===== config.mk =====
export PLATFORM = sky130hd
export DESIGN_NAME = vu_meter_bar_with_peak_falloff
export DESIGN_NICKNAME = d
export VERILOG_FILES = /design/src/rtl/vumb_pkg.sv /design/src/rtl/vumb_regs.sv /design/src/rtl/vumb_front.sv /design/src/rtl/vumb_queue.sv /design/src/rtl/vumb_back.sv /design/src/rtl/vu_meter_bar_with_peak_falloff.sv
export SDC_FILE = /design/constraint.sdc
export NUM_CORES = 1
export LEC_CHECK = 0
export ABC_AREA = 1
export BUFFER_PORTS_ARGS = -buffer_cell sky130_fd_sc_hd__buf_4
export CORE_UTILIZATION = 64
export DETAILED_ROUTE_END_ITERATION = 12
export PLACE_DENSITY = 0.86
export REMOVE_ABC_BUFFERS = 1
export SLEW_MARGIN = 20
export SYNTH_ARGS = -nofsm -noshare
export SYNTH_HDL_FRONTEND = slang
export SYNTH_SLANG_ARGS = --single-unit
export TNS_END_PERCENT = 50

===== constraint.sdc =====
create_clock -name clk -period 9.6 [get_ports clk]
set_input_delay 2.88 -clock clk [delete_from_list [all_inputs] [get_ports clk]]
set_output_delay 2.88 -clock clk [all_outputs]
set_load 0.01 [all_outputs]

===== src/rtl/vumb_pkg.sv =====
// ----------------------------------------------------------------------------
// vumb_pkg
// Shared types, constants and helpers for the VU meter bar with peak falloff.
// ----------------------------------------------------------------------------
package vumb_pkg;

  // Meter and strip limits, peak format.
  localparam int MAX_METER_LEDS     = 64;
  localparam int MAX_STRIP_LEDS     = 256;
  localparam int PEAK_FRACTION_BITS = 8;
  localparam int PEAK_W             = 15;
  localparam int LEN_W              = 7;
  localparam int COUNT_W            = PEAK_W - PEAK_FRACTION_BITS;
  localparam int START_W            = 9;
  localparam int STRIP_W            = 9;
  localparam int DEC_W              = 32;
  localparam int FULL_SCALE         = 256;
  localparam int FULL_SCALE_SHIFT   = 8;
  localparam int POS_W              = 11;

  // Configuration port.
  localparam int CFG_ADDR_W = 5;
  localparam int CFG_DATA_W = 32;

  // Default depth of the queue between the front and back parts.
  localparam int QUEUE_DEPTH_DEF = 4;

  // Register indexes (byte address is four times the index).
  typedef enum logic [2:0] {
    REG_METER_LENGTH   = 3'd0,
    REG_START_POSITION = 3'd1,
    REG_STRIP_LENGTH   = 3'd2,
    REG_REVERSE_ORDER  = 3'd3,
    REG_DECAY_PER_MS   = 3'd4
  } reg_index_t;

  // Input beat.
  typedef struct packed {
    logic [8:0]  volume;
    logic [15:0] elapsed_ms;
    logic [7:0]  start_offset;
  } in_t;

  // Output beat.
  typedef struct packed {
    logic [7:0] led_index;
    logic       lit;
    logic       last;
  } out_t;

  // Configuration as seen by the datapath.
  typedef struct packed {
    logic [6:0]  meter_length;
    logic [7:0]  start_position;
    logic [8:0]  strip_length;
    logic        reverse_order;
    logic [15:0] decay_per_ms;
  } cfg_t;

  // One frame as handed from the front part to the back part.
  typedef struct packed {
    logic [COUNT_W-1:0] count;
    logic [START_W-1:0] start;
  } frame_t;

  // Meter length limited to the supported number of LEDs.
  function automatic logic [LEN_W-1:0] clamp_len(input logic [6:0] len);
    logic [LEN_W-1:0] r;
    if (32'(len) > MAX_METER_LEDS) begin
      r = LEN_W'(MAX_METER_LEDS);
    end else begin
      r = len;
    end
    return r;
  endfunction

  // Strip length limited to the supported number of LEDs.
  function automatic logic [STRIP_W-1:0] clamp_strip(input logic [8:0] n);
    logic [STRIP_W-1:0] r;
    if (32'(n) > MAX_STRIP_LEDS) begin
      r = STRIP_W'(MAX_STRIP_LEDS);
    end else begin
      r = n;
    end
    return r;
  endfunction

endpackage


===== src/rtl/vumb_regs.sv =====
// ----------------------------------------------------------------------------
// vumb_regs
// Configuration register file behind an APB-style port.
// ----------------------------------------------------------------------------
module vumb_regs (
  input  logic                            clk,
  input  logic                            rst,
  input  logic                            psel,
  input  logic                            penable,
  input  logic                            pwrite,
  input  logic [vumb_pkg::CFG_ADDR_W-1:0] paddr,
  input  logic [vumb_pkg::CFG_DATA_W-1:0] pwdata,
  output logic [vumb_pkg::CFG_DATA_W-1:0] prdata,
  output logic                            pready,
  output vumb_pkg::cfg_t                  cfg
);
  import vumb_pkg::*;

  logic [2:0] index;
  logic       wr_en;

  assign index  = paddr[CFG_ADDR_W-1:2];
  assign wr_en  = psel && penable && pwrite;
  assign pready = 1'b1;

  always_ff @(posedge clk) begin
    if (rst) begin
      cfg.meter_length   <= 7'd16;
      cfg.start_position <= 8'd0;
      cfg.strip_length   <= 9'd64;
      cfg.reverse_order  <= 1'b0;
      cfg.decay_per_ms   <= 16'd16;
    end else if (wr_en) begin
      case (index)
        REG_METER_LENGTH:   cfg.meter_length   <= pwdata[6:0];
        REG_START_POSITION: cfg.start_position <= pwdata[7:0];
        REG_STRIP_LENGTH:   cfg.strip_length   <= pwdata[8:0];
        REG_REVERSE_ORDER:  cfg.reverse_order  <= pwdata[0];
        REG_DECAY_PER_MS:   cfg.decay_per_ms   <= pwdata[15:0];
        default: ;
      endcase
    end
  end

  always_comb begin
    case (index)
      REG_METER_LENGTH:   prdata = CFG_DATA_W'(cfg.meter_length);
      REG_START_POSITION: prdata = CFG_DATA_W'(cfg.start_position);
      REG_STRIP_LENGTH:   prdata = CFG_DATA_W'(cfg.strip_length);
      REG_REVERSE_ORDER:  prdata = CFG_DATA_W'(cfg.reverse_order);
      REG_DECAY_PER_MS:   prdata = CFG_DATA_W'(cfg.decay_per_ms);
      default:            prdata = '0;
    endcase
  end

endmodule


===== src/rtl/vumb_front.sv =====
// ----------------------------------------------------------------------------
// vumb_front
// Accepts frames, decays and raises the held peak, and works out the lit count.
// ----------------------------------------------------------------------------
module vumb_front (
  input  logic             clk,
  input  logic             rst,
  input  vumb_pkg::cfg_t   cfg,
  input  logic             in_valid,
  output logic             in_ready,
  input  vumb_pkg::in_t    in_data,
  output logic             push,
  input  logic             push_ready,
  output vumb_pkg::frame_t push_frame
);
  import vumb_pkg::*;

  // Stage 1: decay amount and volume count, registered.
  logic                 s1_valid;
  logic [DEC_W-1:0]     s1_dec;
  logic [COUNT_W-1:0]   s1_vcount;
  logic [7:0]           s1_offset;

  // Held peak, LED units with fraction bits.
  logic [PEAK_W-1:0]    peak;
  logic [PEAK_W-1:0]    peak_next;

  logic                 in_accept;
  logic [8:0]           vol_c;
  logic [LEN_W-1:0]     len;
  logic [15:0]          vol_prod;
  logic [15:0]          vol_sum;
  logic [PEAK_W-1:0]    decayed;
  logic [COUNT_W-1:0]   pint;
  logic [PEAK_W-1:0]    raised;

  assign len       = clamp_len(cfg.meter_length);
  assign vol_c     = (32'(in_data.volume) > FULL_SCALE) ? 9'(FULL_SCALE) : in_data.volume;
  assign vol_prod  = 16'(vol_c) * 16'(len);
  assign vol_sum   = vol_prod + 16'(FULL_SCALE - 1);

  assign in_ready  = !s1_valid || push_ready;
  assign in_accept = in_valid && in_ready;
  assign push      = s1_valid && push_ready;

  always_ff @(posedge clk) begin
    if (rst) begin
      s1_valid <= 1'b0;
    end else if (in_accept) begin
      s1_valid <= 1'b1;
    end else if (push) begin
      s1_valid <= 1'b0;
    end
  end

  always_ff @(posedge clk) begin
    if (in_accept) begin
      s1_dec    <= DEC_W'(in_data.elapsed_ms) * DEC_W'(cfg.decay_per_ms);
      s1_vcount <= vol_sum[FULL_SCALE_SHIFT +: COUNT_W];
      s1_offset <= in_data.start_offset;
    end
  end

  // Linear decay saturating at zero, then a higher volume count lifts the peak.
  always_comb begin
    if (DEC_W'(peak) > s1_dec) begin
      decayed = peak - s1_dec[PEAK_W-1:0];
    end else begin
      decayed = '0;
    end
    pint   = decayed[PEAK_W-1:PEAK_FRACTION_BITS];
    raised = {s1_vcount, {PEAK_FRACTION_BITS{1'b0}}};
    if (raised > decayed) begin
      peak_next = raised;
    end else begin
      peak_next = decayed;
    end
    push_frame.count = (s1_vcount > pint) ? s1_vcount : pint;
    push_frame.start = START_W'(cfg.start_position) + START_W'(s1_offset);
  end

  always_ff @(posedge clk) begin
    if (rst) begin
      peak <= '0;
    end else if (push) begin
      peak <= peak_next;
    end
  end

endmodule


===== src/rtl/vumb_queue.sv =====
// ----------------------------------------------------------------------------
// vumb_queue
// Small first-word-fall-through queue of frames between front and back.
// ----------------------------------------------------------------------------
module vumb_queue #(
  parameter int DEPTH = vumb_pkg::QUEUE_DEPTH_DEF
) (
  input  logic             clk,
  input  logic             rst,
  input  logic             push,
  output logic             push_ready,
  input  vumb_pkg::frame_t push_frame,
  output logic             head_valid,
  input  logic             pop,
  output vumb_pkg::frame_t head
);
  import vumb_pkg::*;

  localparam int AW = (DEPTH > 1) ? $clog2(DEPTH) : 1;
  localparam int CW = $clog2(DEPTH + 1);

  frame_t          store [DEPTH];
  logic [AW-1:0]   wr_ptr;
  logic [AW-1:0]   rd_ptr;
  logic [CW-1:0]   fill;
  logic            do_push;
  logic            do_pop;

  assign push_ready = (fill != CW'(DEPTH));
  assign head_valid = (fill != '0);
  assign do_push    = push && push_ready;
  assign do_pop     = pop && head_valid;
  assign head       = store[rd_ptr];

  always_ff @(posedge clk) begin
    if (rst) begin
      wr_ptr <= '0;
      rd_ptr <= '0;
      fill   <= '0;
    end else begin
      if (do_push) begin
        wr_ptr <= (wr_ptr == AW'(DEPTH - 1)) ? '0 : wr_ptr + 1'b1;
      end
      if (do_pop) begin
        rd_ptr <= (rd_ptr == AW'(DEPTH - 1)) ? '0 : rd_ptr + 1'b1;
      end
      if (do_push && !do_pop) begin
        fill <= fill + 1'b1;
      end else if (do_pop && !do_push) begin
        fill <= fill - 1'b1;
      end
    end
  end

  always_ff @(posedge clk) begin
    if (do_push) begin
      store[wr_ptr] <= push_frame;
    end
  end

endmodule


===== src/rtl/vumb_back.sv =====
// ----------------------------------------------------------------------------
// vumb_back
// Walks the bar of the frame at the queue head, one LED beat per cycle while the output is free.
// ----------------------------------------------------------------------------
module vumb_back (
  input  logic             clk,
  input  logic             rst,
  input  vumb_pkg::cfg_t   cfg,
  input  logic             head_valid,
  input  vumb_pkg::frame_t head,
  output logic             pop,
  output logic             out_valid,
  input  logic             out_ready,
  output vumb_pkg::out_t   out_data
);
  import vumb_pkg::*;

  logic [LEN_W-1:0]         led;
  logic [LEN_W-1:0]         led_next;
  logic [LEN_W-1:0]         len;
  logic [STRIP_W-1:0]       n;
  logic                     out_free;
  logic                     emit;
  logic                     is_last;
  logic signed [POS_W-1:0]  pos_raw;
  logic signed [POS_W-1:0]  pos_lo;
  logic signed [POS_W-1:0]  pos;
  out_t                     beat;

  assign len      = clamp_len(cfg.meter_length);
  assign n        = clamp_strip(cfg.strip_length);
  assign out_free = !out_valid || out_ready;
  assign is_last  = (led + 1'b1) == len;
  assign emit     = head_valid && (len != '0) && out_free;
  // A frame on a zero-length bar leaves without any beat.
  assign pop      = head_valid && ((len == '0) || (emit && is_last));
  assign led_next = (emit && is_last) ? '0 : (emit ? led + 1'b1 : led);

  // Single wrap around the strip in each direction.
  always_comb begin
    if (cfg.reverse_order) begin
      pos_raw = POS_W'(head.start) - POS_W'(led);
    end else begin
      pos_raw = POS_W'(head.start) + POS_W'(led);
    end
    if (pos_raw < 0) begin
      pos_lo = pos_raw + POS_W'(n);
    end else begin
      pos_lo = pos_raw;
    end
    if (pos_lo >= $signed(POS_W'(n))) begin
      pos = pos_lo - POS_W'(n);
    end else begin
      pos = pos_lo;
    end
    beat.led_index = pos[7:0];
    beat.lit       = (COUNT_W'(led) < head.count);
    beat.last      = is_last;
  end

  always_ff @(posedge clk) begin
    if (rst) begin
      led       <= '0;
      out_valid <= 1'b0;
    end else begin
      led <= led_next;
      if (emit) begin
        out_valid <= 1'b1;
      end else if (out_ready) begin
        out_valid <= 1'b0;
      end
    end
  end

  always_ff @(posedge clk) begin
    if (emit) begin
      out_data <= beat;
    end
  end

endmodule


===== src/rtl/vu_meter_bar_with_peak_falloff.sv =====
// ----------------------------------------------------------------------------
// vu_meter_bar_with_peak_falloff
// LED bar-graph VU meter with a linearly falling peak hold.
// ----------------------------------------------------------------------------
// Usage: each input beat carries one display frame (volume, milliseconds since
// the previous frame, start offset). For every frame the block sends one
// output beat per meter LED, in bar order, giving the strip index and whether
// the LED is lit; the final beat of the frame has last set. A frame on a
// zero-length bar updates the peak but sends nothing.
// A frame passes the front stage-1 register and the frame queue, and its beats
// leave through the output register. The output walker sends one beat per
// cycle while the receiver takes beats.
// The front part takes a new frame every cycle while the frame queue has
// room, so frames stream back to back with no gap between bars.
// Reset clears the held peak, empties the queue and the output register and
// restores the register defaults. When the receiver stalls, the output beat
// holds, the walker waits, the queue fills and the input side then stops.
// The user must write registers over the APB-style port only while the block is idle; the block does not enforce it.
// ----------------------------------------------------------------------------
module vu_meter_bar_with_peak_falloff #(
  parameter int QUEUE_DEPTH = vumb_pkg::QUEUE_DEPTH_DEF
) (
  input  logic                            clk,
  input  logic                            rst,
  // Frame input.
  input  logic                            in_valid,
  output logic                            in_ready,
  input  vumb_pkg::in_t                   in_data,
  // LED result output.
  output logic                            out_valid,
  input  logic                            out_ready,
  output vumb_pkg::out_t                  out_data,
  // Configuration port.
  input  logic                            psel,
  input  logic                            penable,
  input  logic                            pwrite,
  input  logic [vumb_pkg::CFG_ADDR_W-1:0] paddr,
  input  logic [vumb_pkg::CFG_DATA_W-1:0] pwdata,
  output logic [vumb_pkg::CFG_DATA_W-1:0] prdata,
  output logic                            pready
);
  import vumb_pkg::*;

  cfg_t   cfg;
  logic   push;
  logic   push_ready;
  frame_t push_frame;
  logic   head_valid;
  logic   pop;
  frame_t head;

  // Register file: meter geometry and decay rate.
  vumb_regs u_regs (
    .clk     (clk),
    .rst     (rst),
    .psel    (psel),
    .penable (penable),
    .pwrite  (pwrite),
    .paddr   (paddr),
    .pwdata  (pwdata),
    .prdata  (prdata),
    .pready  (pready),
    .cfg     (cfg)
  );

  // Front part: decay multiply in the first stage, then the peak update and
  // lit count as the frame enters the queue.
  vumb_front u_front (
    .clk        (clk),
    .rst        (rst),
    .cfg        (cfg),
    .in_valid   (in_valid),
    .in_ready   (in_ready),
    .in_data    (in_data),
    .push       (push),
    .push_ready (push_ready),
    .push_frame (push_frame)
  );

  // The queue lets the front keep taking frames while a bar is still being sent.
  vumb_queue #(
    .DEPTH (QUEUE_DEPTH)
  ) u_queue (
    .clk        (clk),
    .rst        (rst),
    .push       (push),
    .push_ready (push_ready),
    .push_frame (push_frame),
    .head_valid (head_valid),
    .pop        (pop),
    .head       (head)
  );

  // Back part: one LED beat per cycle, while the output is free, into a registered output stage.
  vumb_back u_back (
    .clk        (clk),
    .rst        (rst),
    .cfg        (cfg),
    .head_valid (head_valid),
    .head       (head),
    .pop        (pop),
    .out_valid  (out_valid),
    .out_ready  (out_ready),
    .out_data   (out_data)
  );

endmodule


==> flow_metrics.py, run 1 <==
metrics = {
    "place": {
        "portBuffers": 86,
        "dp_hpwl_um": 40100,
        "placed_cells": 3157,
        "gp_congestion": 0.925,
    },
    "worst_setup_path": {
        "critPathMaxFanout": 16,
        "end_kind": "register",
        "cp-start-kind": "input pin",
        "timing.rr.end": "u_front.s1_dec[26]",
        "path_cells": "buf_4, nand2_1, fa_1, inv_1, fa_1, inv_1, fa_1, inv_1, fa_1, fa_1, inv_1, fa_1, inv_1, ha_1, nand2_1, nor3_1, nand4_1, nand3_1, a21o_1, a21oi_1, xnor2_1",
        "worst-r2r-cell-count": 20,
        "cp.arrival_ps": 8360,
        "cpMostUsedCell": "fa_1",
        "crit_type": "input pin to register",
        "timing.reg2reg.setup_slack_ps": 3160,
        "r2r-start": "u_regs.cfg[7]",
        "required_ps": 9790,
        "worst_path_max_delay_cell": "fa_1",
        "slowest_delay_ps": 590,
    },
    "synthesis": {
        "ys_seq_area_share_pct": 23.6,
        "ys.flop_type": "edfxtp_1",
        "avgSynthCellArea_sq_um": 8.00,
        "synthCells": 2713,
        "synth_commonest_cells": "614 x nand2_1, 587 x inv_1, 239 x fa_1",
        "synth_top_area_share_pct": 22.0,
        "synth_area_leaders": "fa_1 22%, edfxtp_1 17%, ha_1 12%",
        "yosysWarnings": 0,
        "postSynth.asyncResetShare_pct": 0,
        "synth-edff-count": 121,
        "synth_top_area_cell": "fa_1",
        "ys_ff_latch": 195,
        "synth_cell_types": 50,
        "yosysMostFrequentCell": "nand2_1",
        "synth_area_sq_mm": 0.0217,
    },
    "sta": {
        "finalCritPeriodShare_pct": 85.1,
        "fmax_ghz": 0.122,
        "tightest_slew_ps": 1110,
        "maxSlewHeadroom_pct": 26.1,
        "final_max_slew_viol_count": 0,
        "fin_crit_ps": 8170,
        "setup_violations": 0,
        "hold_viol_final": 0,
        "fin_setup_tns_ps": 0,
        "rsz0062_at_grt": "false",
        "clock_skew_ps": 15.5,
    },
    "floorplanning": {
        "pin_count": 122,
        "initial_utilization_pct": 64.9,
        "die_area_sq_mm": 0.0347,
        "die_h_um": 186,
        "coreArea_sq_mm": 0.0334,
        "rows": 67,
        "die_x_um": 186,
    },
    "power": {
        "pwr-share-clk_pct": 30.3,
        "p_per_area_mw_per_mm2": 102,
        "p_int_mw": 1.55,
        "swShare_pct": 34.3,
        "p_total_mw": 2.36,
        "power.leakage_nw": 12.3,
        "power_frac_comb_pct": 27.5,
        "p_switching_uw": 810,
        "p_seq_share_pct": 42.2,
        "peakVddDrop_mv": 0.129,
    },
    "clock_tree": {
        "htreeDepth": 4,
        "hold_buffers": 0,
        "cts_sinks": 195,
        "clk_pin_slew_ps": 80,
        "cts_buffers": 17,
        "clock-root-buffer": "clkbuf_16",
        "clk_path_buf_depth": 2,
        "ctsResizeCount": 0,
        "clock_latency_ps": 460,
        "cts_tree": "done",
        "postCtsSetupBuffers": 0,
    },
    "global_route": {
        "grt_max_degree": 48,
        "grt_first_pass_wirelength_um": 85400,
        "grt_use_total_pct": 31.3,
        "grt_pass1_vias": 18400,
        "antenna_found_initial": 0,
        "grt_remaining_overflow": 0,
    },
    "hold_path": {
        "min_from": "u_front.peak[6]",
        "min-delay-path-class": "register to register",
        "hold_end": "u_front.peak[6]",
        "hold_depth": 2,
    },
    "route": {
        "drt_first_iter_violations": 1287,
        "wire_per_inst_um": 16.2,
        "vias": 17800,
        "routed_wl_um": 51500,
        "ant_nets": 0,
        "drtPass1Iterations": 5,
        "drc_errors": 0,
        "viasPerCell": 5.59,
    },
    "finish": {
        "area_growth_pct": 6.37,
        "drive_gt1_share_pct": 6.35,
        "fin_nets": 3256,
        "fill_cells": 2474,
        "antenna_cells": 0,
        "fin_cells": 3189,
    },
    "status": {
        "outcome": "finished, final reports clean",
    },
    "flow_run": {
        "maxCapViolCount": 0,
    },
}
-- final cells by class --
type / count / area [sq um] / share of cell area [%]
clock buffers: 18 / 439 / 1.90
clock inverters: 14 / 136 / 0.591
flip-flops and latches: 195 / 5110 / 22.2
inverters: 599 / 2250 / 9.74
multi-input cells: 1824 / 13900 / 60.2
repair buffers: 91 / 683 / 2.96
well taps: 448 / 561 / 2.43
-- power by group through the flow --
stage          sequential [mW]  clock, mW  combinational, mW
6_report                 0.995      0.714              0.649
3_5_place_dp              1.01          0              0.636
3_3_place_gp              1.01          0              0.613
5_1_grt                   1.00      0.746              0.737
4_1_cts                  0.995      0.711              0.644
2_1_floorplan             1.01          0              0.436
-- through the flow --
stage	hold WS, ps	instance area (sq um)	utilization (%)	worst slack (ps)
CTS	476	23100	69.0	1540
global route	501	23100	69.0	1220
detailed placement	463	22500	67.3	1100
floorplan	439	21300	-	1850
finish	476	23100	69.0	1430
global placement	455	22500	67.3	1210
-- cells by family after synthesis --
family,synth area share [%]
compound gates,8.32
other cells,0.0346
buf+inv,12.6
xor+xnor,2.99
flops,23.6
fa+ha+maj,34.3
simple gates,18.2
-- state kept, by name, summed over array words and instances, names as in the netlist, named ones only --
register / cells
u_back.led: 7
u_back.out_data: 10
u_back.out_valid: 1
u_front.peak: 15
u_front.s1_dec: 32
u_front.s1_offset: 8
u_front.s1_valid: 1
u_front.s1_vcount: 7
u_queue.fill: 3
u_queue.rd_ptr: 2
u_queue.store: 64
u_queue.wr_ptr: 2
u_regs.cfg: 41
-- cell usage in the layout, fill, tap and decap left out, types with 6 or more instances in the layout --
cell type,netlist,routed
a32o_1,6,6
inv_2,10,12
conb_1,2,17
o21ai_0,108,108
a21o_1,12,12
fa_1,239,239
ha_1,212,212
nor3_1,12,12
xor2_1,48,48
nand2_1,614,614
xnor2_1,26,26
nand3_1,77,77
buf_4,17,91
o22ai_1,7,7
edfxtp_1,121,121
nand4_1,24,24
or2_2,9,9
o21bai_1,8,8
inv_8,0,6
dfxtp_1,74,74
inv_1,587,586
nor2_2,8,9
a21oi_1,147,147
nand2_2,7,7
a31oi_1,7,7
clkbuf_16,0,17
nor2_1,183,182
-- per-layer routing --
metal | wire length, um | vias up | track usage, %
li1 | - | 8378 | -
met1 | 19500 | 8551 | 36.4
met2 | 26500 | 731 | 56.1
met3 | 3510 | 165 | 5.28
met4 | 2060 | 0 | 15.0
met5 | 0 | - | 0
-- worst max-delay path, delay by kind of cell --
family	cells	cell delay, ps
compound gates	2	240
buf+inv	6	550
fa+ha+maj	7	3570
simple gates	5	980
xor+xnor	1	130
-- worst max-delay path by stage --
stage	from	endpoint	slack, ps	depth (start not counted)
2_1_floorplan	in_data[18]	u_front.s1_dec[26]	1850	22
3_3_place_gp	in_data[14]	u_front.s1_dec[26]	1210	21
3_5_place_dp	in_data[13]	u_front.s1_dec[26]	1100	21
4_1_cts	in_data[13]	u_front.s1_dec[26]	1540	21
5_1_grt	in_data[13]	u_front.s1_dec[26]	1220	21
6_report	in_data[13]	u_front.s1_dec[26]	1430	21
No activity file was read; power rests on OpenSTA's default activity.
==> inputs of run 2 (changes only) <==
--- a/config.mk
+++ b/config.mk
@@ -7,6 +7,7 @@
 export LEC_CHECK = 0
 export ABC_AREA = 1
 export BUFFER_PORTS_ARGS = -buffer_cell sky130_fd_sc_hd__buf_4
+export CORE_MARGIN = 2
 export CORE_UTILIZATION = 64
 export DETAILED_ROUTE_END_ITERATION = 12
 export PLACE_DENSITY = 0.86
==> run 2 against run 1 <==
  * Register-to-register slack better by 100 ps
  * Final cell count hardly changed
  * Global-route usage is 0.31 points lower
  * Die area is 2.2% higher
  * Clock power is 4.3% higher
  * Final area is 0.16% higher
  * Total power is 1.5% higher
  * Clock skew hardly changed
  * Worst hold slack worse by 4.7 ps
  * First-iteration DRC count is 12% higher
  * Setup slack better by 110 ps
  * Flip-flop and latch count stayed put
==> flow_metrics.py, run 2 (synthesis gave the netlist of run 1 again) <==
metrics = {
    "route": {
        "wire_per_inst_um": 16.7,
        "viasPerCell": 5.60,
        "vias": 17900,
        "drc_errors": 0,
        "routed_wl_um": 53100,
        "ant_nets": 0,
        "drt_first_iter_violations": 1444,
        "drtPass1Iterations": 6,
    },
    "clock_tree": {
        "clock_latency_ps": 460,
        "cts_buffers": 17,
        "clk_pin_slew_ps": 80,
        "hold_buffers": 0,
        "clock-root-buffer": "clkbuf_16",
        "postCtsSetupBuffers": 0,
        "cts_tree": "done",
        "ctsResizeCount": 0,
        "clk_path_buf_depth": 2,
        "htreeDepth": 4,
        "cts_sinks": 195,
    },
    "place": {
        "gp_congestion": 0.931,
        "dp_hpwl_um": 40800,
        "pre_cts_ws_ps": 1100,
        "placed_area_sq_mm": 0.0225,
        "portBuffers": 86,
    },
    "worst_setup_path": {
        "timing.rr.end": "u_front.s1_dec[26]",
        "required_ps": 9820,
        "worstSetupStartpoint": "in_data[14]",
        "r2r-start": "u_regs.cfg[5]",
        "path_cells": "buf_4, nand2_1, inv_1, fa_1, inv_1, fa_1, fa_1, inv_1, fa_1, fa_1, inv_1, fa_1, inv_1, ha_1, nand2_1, nor3_1, nand4_1, nand3_1, a21o_1, a21oi_1, xnor2_1",
        "cp.depth": 21,
        "worst_path_max_delay_cell": "fa_1",
        "end_kind": "register",
        "cpMostUsedCell": "fa_1",
        "cp-start-kind": "input pin",
        "slowest_delay_ps": 600,
        "critPathMaxFanout": 16,
        "crit_family": "adder cells",
        "crit_type": "input pin to register",
        "cp.arrival_ps": 8270,
        "worst-r2r-cell-count": 20,
        "endpoint": "u_front.s1_dec[26]",
        "timing.reg2reg.setup_slack_ps": 3260,
        "crit_buf_inv": 6,
    },
    "floorplanning": {
        "die_h_um": 188,
        "die_area_sq_mm": 0.0354,
        "rows": 67,
        "initial_utilization_pct": 64.9,
        "die_x_um": 188,
        "pin_count": 122,
        "coreArea_sq_mm": 0.0334,
    },
    "sta": {
        "fin_crit_ps": 8050,
        "final_max_slew_viol_count": 0,
        "worst_slack_ps": 1550,
        "finalCritPeriodShare_pct": 83.9,
        "fin_setup_tns_ps": 0,
        "clock_skew_ps": 15.4,
        "maxSlewHeadroom_pct": 25.7,
        "tightest_slew_ps": 1110,
        "setup_violations": 0,
        "hold_viol_final": 0,
        "rsz0062_at_grt": "false",
        "fmax_ghz": 0.124,
    },
    "global_route": {
        "grt_first_pass_wirelength_um": 87800,
        "antenna_found_initial": 0,
        "grt_use_total_pct": 31.0,
        "grt_max_degree": 48,
        "grt_pass1_vias": 18600,
        "grt_remaining_overflow": 0,
    },
    "power": {
        "power.leakage_nw": 12.3,
        "p_per_area_mw_per_mm2": 103,
        "peakVddDrop_mv": 0.101,
    },
    "finish": {
        "area_growth_pct": 6.55,
        "largest-register": "u_queue.store",
        "fin_nets": 3257,
        "design_area_sq_mm": 0.0231,
        "final_common_cell": "nand2_1",
        "drive_gt1_share_pct": 6.27,
        "reg.largest.list": "u_queue.store x64, u_regs.cfg x41, u_front.s1_dec x32",
        "layout_common_cells": "614 x nand2_1, 586 x inv_1, 239 x fa_1, 212 x ha_1, 183 x nor2_1",
        "largest_register_ffs": 64,
        "antenna_cells": 0,
    },
    "flow_run": {
        "maxCapViolCount": 0,
    },
    "status": {
        "outcome": "finished, final reports clean",
    },
    "hold_path": {
        "min-delay-path-class": "register to register",
    },
}
==> run 2: cell types whose count changed in the layout (fill, tap and decap cells not counted), sizes merged <==
cell      change
clkbuf        +3
inv           -2
buf           +1
bufinv        +1
clkinv        -1
clkinvlp      -1
==> run 2: layer usage <==
layer	vias up	GRT usage [%]	part of all wire, %
li1	8359	-	-
met1	8515	36.1	38
met2	777	55.0	51
met3	203	5.62	7.0
met4	0	15.5	4.7
met5	-	0	0
==> run 2: worst reg2reg max path, cell delays in order (launching register included) <==
cell and delay (ps):
dfxtp_1 990, nand2_1 130, inv_1 190, fa_1 490, inv_1 110, fa_1 430
fa_1 530, inv_1 60, fa_1 480, fa_1 560, inv_1 60, fa_1 540
inv_1 50, ha_1 350, nand2_1 90, nor3_1 370, nand4_1 140, nand3_1 170
a21o_1 170, a21oi_1 80, xnor2_1 130
==> run 2: how the worst min path moves through the flow <==
stage,from,end,slack [ps],cells past startpoint
floorplan,u_front.peak[0],u_front.peak[0],440,2
global route,u_front.peak[0],u_front.peak[0],490,2
detailed placement,u_front.peak[0],u_front.peak[0],460,2
global placement,u_front.peak[0],u_front.peak[0],450,2
finish,u_front.peak[0],u_front.peak[0],470,2
CTS,u_front.peak[0],u_front.peak[0],470,2
==> run 2: layout make-up <==
| class | instances | area, sq um |
|---|---|---|
| multi-input cells | 1824 | 13900 |
| clock buffers | 21 | 472 |
| inverters | 599 | 2250 |
| clock inverters | 11 | 136 |
| repair buffers | 92 | 691 |
| flip-flops and latches | 195 | 5110 |
| well taps | 448 | 561 |
| fillers | 2512 | 10300 |
==> run 2: per-stage QoR <==
stage          cells  utilization (%)  hold slack (ps)  power [mW]
2_1_floorplan   2618                -              439        1.45
3_3_place_gp    3158             67.3              455        1.63
3_5_place_dp    3158             67.3              460        1.65
4_1_cts         3190             69.2              471        2.38
5_1_grt         3190             69.2              488        2.51
6_report        3190             69.2              471        2.39
==> run 2: power by group <==
part	internal, mW	switching, mW	total [mW]	leakage, nW
logic	0.234	0.420	0.654	10.2
registers	0.962	0.0319	0.994	1.75
clock network	0.393	0.353	0.745	0.295
